[src/rtl/lfu_pkg.sv]
// lfu_pkg: shared widths, codes and types for the lfu cache table
// no dependencies
package lfu_pkg;

	localparam int DATA_W = 32;
	localparam int CAP_W  = 5;

	localparam logic [CAP_W-1:0]  CAP_RESET  = 5'd16;
	localparam logic [DATA_W-1:0] MISS_VALUE = 32'hFFFF_FFFF;

	// action codes
	localparam logic ACT_GET = 1'b0;
	localparam logic ACT_PUT = 1'b1;

	// status of one scan pass
	typedef struct packed {
		logic found;      // a valid entry holds the key
		logic vic_found;  // at least one valid entry exists
		logic free_found; // at least one empty slot exists
	} scan_flags_t;

endpackage

[src/rtl/lfu_row_mem.sv]
// lfu_row_mem: one-write one-read memory with registered read data
// holds key, value and use count of each entry; no dependencies
module lfu_row_mem #(
	parameter int DEPTH = 16,
	parameter int WIDTH = 80
) (
	input  logic                                   clk,
	input  logic                                   we,
	input  logic [((DEPTH > 1) ? $clog2(DEPTH) : 1)-1:0] waddr,
	input  logic [WIDTH-1:0]                       wdata,
	input  logic [((DEPTH > 1) ? $clog2(DEPTH) : 1)-1:0] raddr,
	output logic [WIDTH-1:0]                       rdata
);

	logic [WIDTH-1:0] mem [DEPTH];

	// write port
	always_ff @(posedge clk) begin
		if (we) begin
			mem[waddr] <= wdata;
		end
	end

	// registered read port
	always_ff @(posedge clk) begin
		rdata <= mem[raddr];
	end

endmodule

[src/rtl/lfu_scan.sv]
// lfu_scan: shared compare unit stepped once per entry during a scan pass
// finds the key, the eviction victim, the first free slot and the fill; uses lfu_pkg
module lfu_scan import lfu_pkg::*; #(
	parameter int IW     = 4,
	parameter int CNT_W  = 16,
	parameter int USED_W = 5
) (
	input  logic              clk,
	input  logic              arst_n,
	input  logic              clear,
	input  logic              step,
	input  logic [IW-1:0]     step_idx,
	input  logic              step_valid,
	input  logic [IW-1:0]     step_rank,
	input  logic [DATA_W-1:0] step_key,
	input  logic [DATA_W-1:0] step_value,
	input  logic [CNT_W-1:0]  step_count,
	input  logic [DATA_W-1:0] key,
	output scan_flags_t       flags,
	output logic [IW-1:0]     hit_idx,
	output logic [DATA_W-1:0] hit_value,
	output logic [CNT_W-1:0]  hit_count,
	output logic [IW-1:0]     hit_rank,
	output logic [IW-1:0]     vic_idx,
	output logic [IW-1:0]     vic_rank,
	output logic [IW-1:0]     free_idx,
	output logic [USED_W-1:0] used
);

	scan_flags_t       flags_q;
	logic [IW-1:0]     hit_idx_q;
	logic [DATA_W-1:0] hit_value_q;
	logic [CNT_W-1:0]  hit_count_q;
	logic [IW-1:0]     hit_rank_q;
	logic [IW-1:0]     vic_idx_q;
	logic [CNT_W-1:0]  vic_count_q;
	logic [IW-1:0]     vic_rank_q;
	logic [IW-1:0]     free_idx_q;
	logic [USED_W-1:0] used_q;
	logic              take_hit;
	logic              take_vic;
	logic              take_free;

	// compare of the current entry against the key and the running victim
	always_comb begin
		take_hit  = step && step_valid && !flags_q.found && (step_key == key);
		take_vic  = step && step_valid &&
			(!flags_q.vic_found || (step_count < vic_count_q) ||
			 ((step_count == vic_count_q) && (step_rank > vic_rank_q)));
		take_free = step && !step_valid && !flags_q.free_found;
	end

	// control flags and fill count
	always_ff @(posedge clk or negedge arst_n) begin
		if (!arst_n) begin
			flags_q <= '0;
			used_q  <= '0;
		end else if (clear) begin
			flags_q <= '0;
			used_q  <= '0;
		end else begin
			if (take_hit) flags_q.found <= 1'b1;
			if (take_vic) flags_q.vic_found <= 1'b1;
			if (take_free) flags_q.free_found <= 1'b1;
			if (step && step_valid) used_q <= used_q + 1'b1;
		end
	end

	// captured entry data
	always_ff @(posedge clk) begin
		if (take_hit) begin
			hit_idx_q   <= step_idx;
			hit_value_q <= step_value;
			hit_count_q <= step_count;
			hit_rank_q  <= step_rank;
		end
		if (take_vic) begin
			vic_idx_q   <= step_idx;
			vic_count_q <= step_count;
			vic_rank_q  <= step_rank;
		end
		if (take_free) begin
			free_idx_q <= step_idx;
		end
	end

	assign flags     = flags_q;
	assign hit_idx   = hit_idx_q;
	assign hit_value = hit_value_q;
	assign hit_count = hit_count_q;
	assign hit_rank  = hit_rank_q;
	assign vic_idx   = vic_idx_q;
	assign vic_rank  = vic_rank_q;
	assign free_idx  = free_idx_q;
	assign used      = used_q;

endmodule

[src/rtl/lfu_cache_table.sv]
// lfu_cache_table: fully associative key/value store, lfu replacement with lru tiebreak
// uses lfu_pkg, lfu_row_mem and lfu_scan
//
//   channel  | handshake                 | payload
//   ---------+---------------------------+-------------------------------
//   input    | in_valid / in_ready       | action, key, value
//   output   | out_valid / out_ready     | hit, read_value (lookups only)
//   config   | cfg_wr_en                 | cfg_wr_data (capacity)
//
// each item scans every entry, reading one row of the entry memory per cycle through
// its single read port; a store ends after ST_DECIDE, a lookup after ST_RESP.
// in_ready is high only while idle; a finished result sits in the output register
// and the next item is taken while it waits. a result held by out_ready low
// stalls the block only when the next lookup needs the output register.
// arst_n clears valid bits, capacity (to 16) and control; no clearing pass.
module lfu_cache_table import lfu_pkg::*; #(
	parameter int ENTRIES     = 16,
	parameter int COUNT_WIDTH = 16
) (
	input  logic                     clk,
	input  logic                     arst_n,
	input  logic                     in_valid,
	output logic                     in_ready,
	input  logic                     action,
	input  logic signed [DATA_W-1:0] key,
	input  logic signed [DATA_W-1:0] value,
	output logic                     out_valid,
	input  logic                     out_ready,
	output logic                     hit,
	output logic signed [DATA_W-1:0] read_value,
	input  logic                     cfg_wr_en,
	input  logic [CAP_W-1:0]         cfg_wr_data
);

	localparam int IW    = (ENTRIES > 1) ? $clog2(ENTRIES) : 1;
	localparam int CW    = $clog2(ENTRIES + 1);
	localparam int UW    = (CW > CAP_W) ? CW : CAP_W;
	localparam int ROW_W = 2 * DATA_W + COUNT_WIDTH;

	localparam logic [1:0] ST_IDLE   = 2'd0;
	localparam logic [1:0] ST_SCAN   = 2'd1;
	localparam logic [1:0] ST_DECIDE = 2'd2;
	localparam logic [1:0] ST_RESP   = 2'd3;

	logic [1:0]             state_q;
	logic [CAP_W-1:0]       capacity_q;
	logic                   act_q;
	logic [DATA_W-1:0]      key_q;
	logic [DATA_W-1:0]      val_q;
	logic [CW-1:0]          cnt_q;
	logic                   step_s1;
	logic [IW-1:0]          idx_s1;
	logic                   valid_q [ENTRIES];
	logic [IW-1:0]          rank_q  [ENTRIES];
	logic                   out_valid_q;
	logic                   hit_q;
	logic [DATA_W-1:0]      read_value_q;

	logic                   accept;
	logic                   issue;
	logic                   scan_last;
	logic [IW-1:0]          rd_addr;
	logic [ROW_W-1:0]       rd_row;
	scan_flags_t            flags;
	logic [IW-1:0]          hit_idx;
	logic [DATA_W-1:0]      hit_value;
	logic [COUNT_WIDTH-1:0] hit_count;
	logic [IW-1:0]          hit_rank;
	logic [IW-1:0]          vic_idx;
	logic [IW-1:0]          vic_rank;
	logic [IW-1:0]          free_idx;
	logic [CW-1:0]          used;
	logic [UW-1:0]          cap_ext;
	logic [UW-1:0]          cap_eff;
	logic [COUNT_WIDTH-1:0] sat_count;
	logic                   do_write;
	logic                   set_valid;
	logic [IW-1:0]          wr_slot;
	logic [IW-1:0]          r_ref;
	logic [ROW_W-1:0]       wr_row;
	logic                   out_load;

	assign accept    = in_valid && in_ready;
	assign in_ready  = (state_q == ST_IDLE);
	assign issue     = (state_q == ST_SCAN) && (cnt_q < CW'(ENTRIES));
	assign rd_addr   = issue ? cnt_q[IW-1:0] : '0;
	assign scan_last = step_s1 && (idx_s1 == IW'(ENTRIES - 1));
	assign out_load  = (state_q == ST_RESP) && (!out_valid_q || out_ready);

	// capacity register
	always_ff @(posedge clk or negedge arst_n) begin
		if (!arst_n) begin
			capacity_q <= CAP_RESET;
		end else if (cfg_wr_en) begin
			capacity_q <= cfg_wr_data;
		end
	end

	// sequencer
	always_ff @(posedge clk or negedge arst_n) begin
		if (!arst_n) begin
			state_q <= ST_IDLE;
			cnt_q   <= '0;
			step_s1 <= 1'b0;
		end else begin
			step_s1 <= issue;
			if (issue) cnt_q <= cnt_q + 1'b1;
			case (state_q)
				ST_IDLE: begin
					if (accept) begin
						state_q <= ST_SCAN;
						cnt_q   <= '0;
					end
				end
				ST_SCAN: begin
					if (scan_last) state_q <= ST_DECIDE;
				end
				ST_DECIDE: begin
					state_q <= (act_q == ACT_GET) ? ST_RESP : ST_IDLE;
				end
				ST_RESP: begin
					if (out_load) state_q <= ST_IDLE;
				end
				default: begin
					state_q <= ST_IDLE;
				end
			endcase
		end
	end

	// item capture and scan index pipeline
	always_ff @(posedge clk) begin
		if (accept) begin
			act_q <= action;
			key_q <= key;
			val_q <= value;
		end
		idx_s1 <= cnt_q[IW-1:0];
	end

	// entry memory
	lfu_row_mem #(
		.DEPTH(ENTRIES),
		.WIDTH(ROW_W)
	) u_mem (
		.clk  (clk),
		.we   (do_write),
		.waddr(wr_slot),
		.wdata(wr_row),
		.raddr(rd_addr),
		.rdata(rd_row)
	);

	// shared compare unit
	lfu_scan #(
		.IW    (IW),
		.CNT_W (COUNT_WIDTH),
		.USED_W(CW)
	) u_scan (
		.clk       (clk),
		.arst_n    (arst_n),
		.clear     (accept),
		.step      (step_s1),
		.step_idx  (idx_s1),
		.step_valid(valid_q[idx_s1]),
		.step_rank (rank_q[idx_s1]),
		.step_key  (rd_row[ROW_W-1 -: DATA_W]),
		.step_value(rd_row[COUNT_WIDTH +: DATA_W]),
		.step_count(rd_row[COUNT_WIDTH-1:0]),
		.key       (key_q),
		.flags     (flags),
		.hit_idx   (hit_idx),
		.hit_value (hit_value),
		.hit_count (hit_count),
		.hit_rank  (hit_rank),
		.vic_idx   (vic_idx),
		.vic_rank  (vic_rank),
		.free_idx  (free_idx),
		.used      (used)
	);

	// decide the write-back after the scan
	always_comb begin
		cap_ext   = UW'(capacity_q);
		cap_eff   = (cap_ext > UW'(ENTRIES)) ? UW'(ENTRIES) : cap_ext;
		sat_count = (hit_count == '1) ? hit_count : hit_count + 1'b1;
		do_write  = 1'b0;
		set_valid = 1'b0;
		wr_slot   = hit_idx;
		r_ref     = hit_rank;
		wr_row    = {key_q, hit_value, sat_count};
		if (state_q == ST_DECIDE) begin
			if (act_q == ACT_GET) begin
				do_write = flags.found;
			end else if (cap_eff != '0) begin
				if (flags.found) begin
					do_write = 1'b1;
					wr_row   = {key_q, val_q, sat_count};
				end else if ((UW'(used) >= cap_eff) && flags.vic_found) begin
					do_write  = 1'b1;
					set_valid = 1'b1;
					wr_slot   = vic_idx;
					r_ref     = vic_rank;
					wr_row    = {key_q, val_q, COUNT_WIDTH'(1)};
				end else if (flags.free_found) begin
					do_write  = 1'b1;
					set_valid = 1'b1;
					wr_slot   = free_idx;
					r_ref     = used[IW-1:0];
					wr_row    = {key_q, val_q, COUNT_WIDTH'(1)};
				end
			end
		end
	end

	// valid bits and recency ranks, touched entry moves to most recent
	always_ff @(posedge clk or negedge arst_n) begin
		if (!arst_n) begin
			for (int j = 0; j < ENTRIES; j++) begin
				valid_q[j] <= 1'b0;
			end
		end else if (do_write && set_valid) begin
			valid_q[wr_slot] <= 1'b1;
		end
	end

	always_ff @(posedge clk) begin
		if (do_write) begin
			for (int j = 0; j < ENTRIES; j++) begin
				if (IW'(j) == wr_slot) begin
					rank_q[j] <= '0;
				end else if (valid_q[j] && (rank_q[j] < r_ref)) begin
					rank_q[j] <= rank_q[j] + 1'b1;
				end
			end
		end
	end

	// output register
	always_ff @(posedge clk or negedge arst_n) begin
		if (!arst_n) begin
			out_valid_q <= 1'b0;
		end else if (out_load) begin
			out_valid_q <= 1'b1;
		end else if (out_ready) begin
			out_valid_q <= 1'b0;
		end
	end

	always_ff @(posedge clk) begin
		if (out_load) begin
			hit_q        <= flags.found;
			read_value_q <= flags.found ? hit_value : MISS_VALUE;
		end
	end

	assign out_valid  = out_valid_q;
	assign hit        = hit_q;
	assign read_value = read_value_q;

endmodule

[config.mk]
export PLATFORM = sky130hd
export DESIGN_NAME = lfu_cache_table
export DESIGN_NICKNAME = d
export VERILOG_FILES = /design/src/rtl/lfu_pkg.sv /design/src/rtl/lfu_row_mem.sv /design/src/rtl/lfu_scan.sv /design/src/rtl/lfu_cache_table.sv
export SDC_FILE = /design/constraint.sdc
export NUM_CORES = 2
export LEC_CHECK = 0
export BUFFER_PORTS_ARGS = -buffer_cell sky130_fd_sc_hd__clkbuf_2
export CAP_MARGIN = 15
export CORE_MARGIN = 1.5
export CORE_UTILIZATION = 42
export DETAILED_ROUTE_END_ITERATION = 12
export GPL_ROUTABILITY_DRIVEN = 1
export SKIP_CTS_REPAIR_TIMING = 1
export SLEW_MARGIN = 30
export SYNTH_ARGS = -nofsm -noshare
export SYNTH_HDL_FRONTEND = slang
export SYNTH_SLANG_ARGS = --single-unit
[constraint.sdc]
create_clock -name clk -period 10.5 [get_ports clk]
set_input_delay 0 -clock clk [delete_from_list [all_inputs] [get_ports clk]]
set_output_delay 0 -clock clk [all_outputs]
set_load 0.03 [all_outputs]
==> summary.md <==
| Metric | Value |
|---|---|
| Pleak | `24.5 nW` |
| Data required, critical path | `10.94 ns` |
| Synthesized area | `64500 sq um` |
| # port buffers | `109` |
| Syn Inst Count | `3400` |
| Yosys warning count | `0` |
| Sequential share of the synthesized area | `75.1%` |
| Worst setup margin | `4.92 ns` |
| Unique cell type count in the Yosys netlist | `56` |
| Crit path max-delay cell type | `nand2_1` |
| Initial antenna violation count | `0` |
| Final Cell Area | `74900 sq um` |
| Worst-Margin Slew | `0.966 ns` |
| R2R setup slack | `4.92 ns` |
| Vias in the first global route | `33.7k` |
| VDD IR max | `256 uV` |
| Clock skew | `0.0390 ns` |
| Root buffer cell | `clkbuf_16` |
| Mapped Nets | `3568` |
| Hold Slack | `0.0840 ns` |
| Ant. Diodes | `0` |
| Place WS | `4.92 ns` |
| Status | `complete, no violations` |
| Minimum clock period | `5.58 ns` |
| Post-DP HPWL | `78400 microns` |
| Initial DRC Count | `2477` |
| Fmax achieved | `179 MHz` |
| Syn-to-layout area delta | `16.0%` |
| PnR Total Power | `18.9 mW` |
| Grt ovf | `0` |
| Final Hold Fails | `0` |
| Setup_tns | `0 ns` |
| Post-Syn Area per Cell | `19.0 sq um` |
| DIE WIDTH | `395 microns` |
| Yosys reg bits | `1648` |
| Global placement routability congestion | `0.846` |
| Total length of routed wires | `148000 microns` |
| Pwr dens | `253 nW/um^2` |
| Worst path cell trace | `nor2b_1, ha_1, nand2b_1, a31oi_1, o21ai_0, buf_4, a31o_2, nand2_1, nor2_4, buf_4, buf_4` |
| CP dominant cell by count | `buf_4` |
| Gr usage total | `19.0%` |
| CTS Buf Count | `168` |
| Post-synth EDFFs | `1526` |
| Period utilization | `53.2%` |
| Number of nets with antenna violations after routing | `0` |
| Crit path buf inv count | `3` |
| Worst path top cell family by delay | `simple AND/OR/NAND/NOR gates` |
| Max H-tree Level | `4` |
| Via density per instance | `5.54` |
| Slew Viols, Final | `0` |
| Max Root-Sink Buffers | `3` |
| Largest net degree at the start of global routing | `114` |
| Starting Density | `42.4%` |
| First-pass GRT wire length | `221000 microns` |
| Vias post-DR | `32.7k` |
| I/O pins | `110` |
| Router iterations before antenna repair | `7` |
| Crit-path max FO | `37` |
| Final setup viols | `0` |
| Clk Latency, worst-skew pair | `0.81 ns` |
| Share of cells above drive strength 1 | `22.2%` |
| WS Path Type | `reg -> reg` |
| Area post-placement | `67800 sq um` |
| Crit path DAT | `6.02 ns` |
| Startpoint types | `register` |
| Unrepaired setup endpoints after global routing | `no` |
| FP Rows | `143` |
| Crit. End Element | `register` |
| WL/cell | `25.0 microns` |
| DIE HEIGHT | `395 microns` |
| Die area | `156000 sq um` |
| Core Footprint | `152000 sq um` |
| Relative slew slack | `35.0%` |
| Remaining routing DRC violations | `0` |
| Clock sinks | `1648` |
| Reg clk slew, reported paths | `0.06 ns` |
| Min-delay worst type | `in -> reg` |
| Synth Flop Type | `edfxtp_1` |
| CTS tree | `done` |
| Worst path max stage delay | `0.79 ns` |
| Post-synth ARST share | `2.31%` |
| Max cap viols | `0` |
| Nets | `3906` |
==> worst reg2reg max path, stage by stage, from the launching register on <==
cell and delay, ns:
dfstp_2 0.56, nor2b_1 0.06, ha_1 0.26, nand2b_1 0.09
a31oi_1 0.12, o21ai_0 0.18, buf_4 0.21, a31o_2 0.77
nand2_1 0.80, nor2_4 0.75, buf_4 0.72, buf_4 0.66
==> Yosys cell counts (all sizes together) (7+ instances only) <==
cell | instances | share of area [%]
a211oi | 20 | 0.24
a21o | 7 | 0.081
a21oi | 22 | 0.17
a31oi | 85 | 0.82
and3 | 83 | 0.80
buf | 60 | 0.53
clkbuf | 96 | 0.56
dfrtp | 37 | 1.4
dfxtp | 84 | 2.6
edfxtp | 1526 | 71
ha | 93 | 1.8
inv | 46 | 0.27
mux2 | 38 | 0.66
mux4 | 344 | 12
nand2 | 398 | 2.3
nand2b | 38 | 0.37
nand3 | 48 | 0.37
nand4 | 11 | 0.11
nor2 | 68 | 0.40
nor2b | 7 | 0.068
nor3 | 63 | 0.50
nor3b | 19 | 0.24
nor4 | 10 | 0.097
o211ai | 21 | 0.25
o21ai | 38 | 0.29
o41a | 16 | 0.28
xnor2 | 24 | 0.33
xor2 | 54 | 0.73
==> registers in the layout, indices dropped and copies added (netlist names), 2 cells and up <==
register and count:
state_q 2, cap_ext 5, u_scan.hit_count 16, u_scan.vic_idx 4, u_scan.free_idx 4, rank_q 64
u_scan.hit_value 32, u_scan.flags 3, key_q 32, u_scan.used 5, idx_s1 4, u_scan.hit_rank 4
cnt_q 5, u_scan.hit_idx 4, u_scan.vic_count_q 16, u_mem.mem 1280, valid_q 16, val_q 32
read_value 32, u_mem.rdata 80, u_scan.vic_rank 4
==> metal layers <==
metal	track usage [%]	vias up	part of all wire, %
met1	26.3	17300	44
li1	-	14300	-
met2	31.4	889	49
met4	4.88	0	2.0
met3	2.88	204	5.1
met5	0	-	0
==> through the flow <==
step	std cells	util, %
after global routing	5911	49.2
after global placement	5450	44.4
after floorplan	3400	-
final	5911	49.2
after CTS	5765	48.2
after detailed placement	5452	44.5
==> cells by family after synthesis <==
group	synth area share [%]
multiplexers	12.7
buffers and inverters	1.36
AND/OR/NAND/NOR	5.51
flip-flops	75.1
AO/OA/AOI/OAI	2.42
XOR/XNOR	1.06
adder cells (fa/ha/maj)	1.80
==> placed cells by master, fill, tap and decap left out, drive strengths merged, types with 11 or more instances in the layout <==
cell,Yosys,layout
clkinv,0,52
inv,46,52
dfxtp,84,84
dlygate4sd3,0,145
buf,60,70
xnor2,24,24
xor2,54,54
and3,83,83
o41a,16,16
nor2,68,68
nor3,63,63
o211ai,21,21
a21oi,22,22
nand4,11,11
mux2,38,38
a211oi,20,20
a31oi,85,85
dfrtp,37,37
ha,93,93
nand2b,38,38
o21ai,38,38
nand3,48,48
nor3b,19,19
nand2,398,398
edfxtp,1526,1526
mux4,344,344
clkbuf,96,354
==> worst paths after layout <==
path                                       from  cells after the start                   to
worst min register to register  u_mem.rdata[21]                      0  u_scan.hit_value[5]
worst max register to register       cap_ext[4]                     11     u_mem.mem[6][76]
min in group asynchronous                arst_n                      4           valid_q[0]
worst max-delay path                 cap_ext[4]                     11     u_mem.mem[6][76]
max in group asynchronous                arst_n                      4      u_scan.flags[2]
worst min-delay path                  cfg_wr_en                      3           cap_ext[4]
==> power breakdown <==
part	internal (mW)	switching, mW	leakage [nW]	total [mW]
logic	2.35	2.78	6.97	5.13
registers	7.58	0.278	14.8	7.86
clock network	3.44	2.52	2.73	5.96
total	13.4	5.58	24.5	18.9
==> layout make-up <==
| class | instances | area, sq um |
|---|---|---|
| repair buffers | 324 | 2640 |
| flip-flops and latches | 1648 | 48500 |
| clock inverters | 68 | 806 |
| inverters | 46 | 173 |
| multi-input cells | 1550 | 15500 |
| clock buffers | 245 | 4790 |
| well taps | 2030 | 2540 |
| fillers | 12400 | 77400 |
Note: power is estimated with default switching activity, not from simulation.
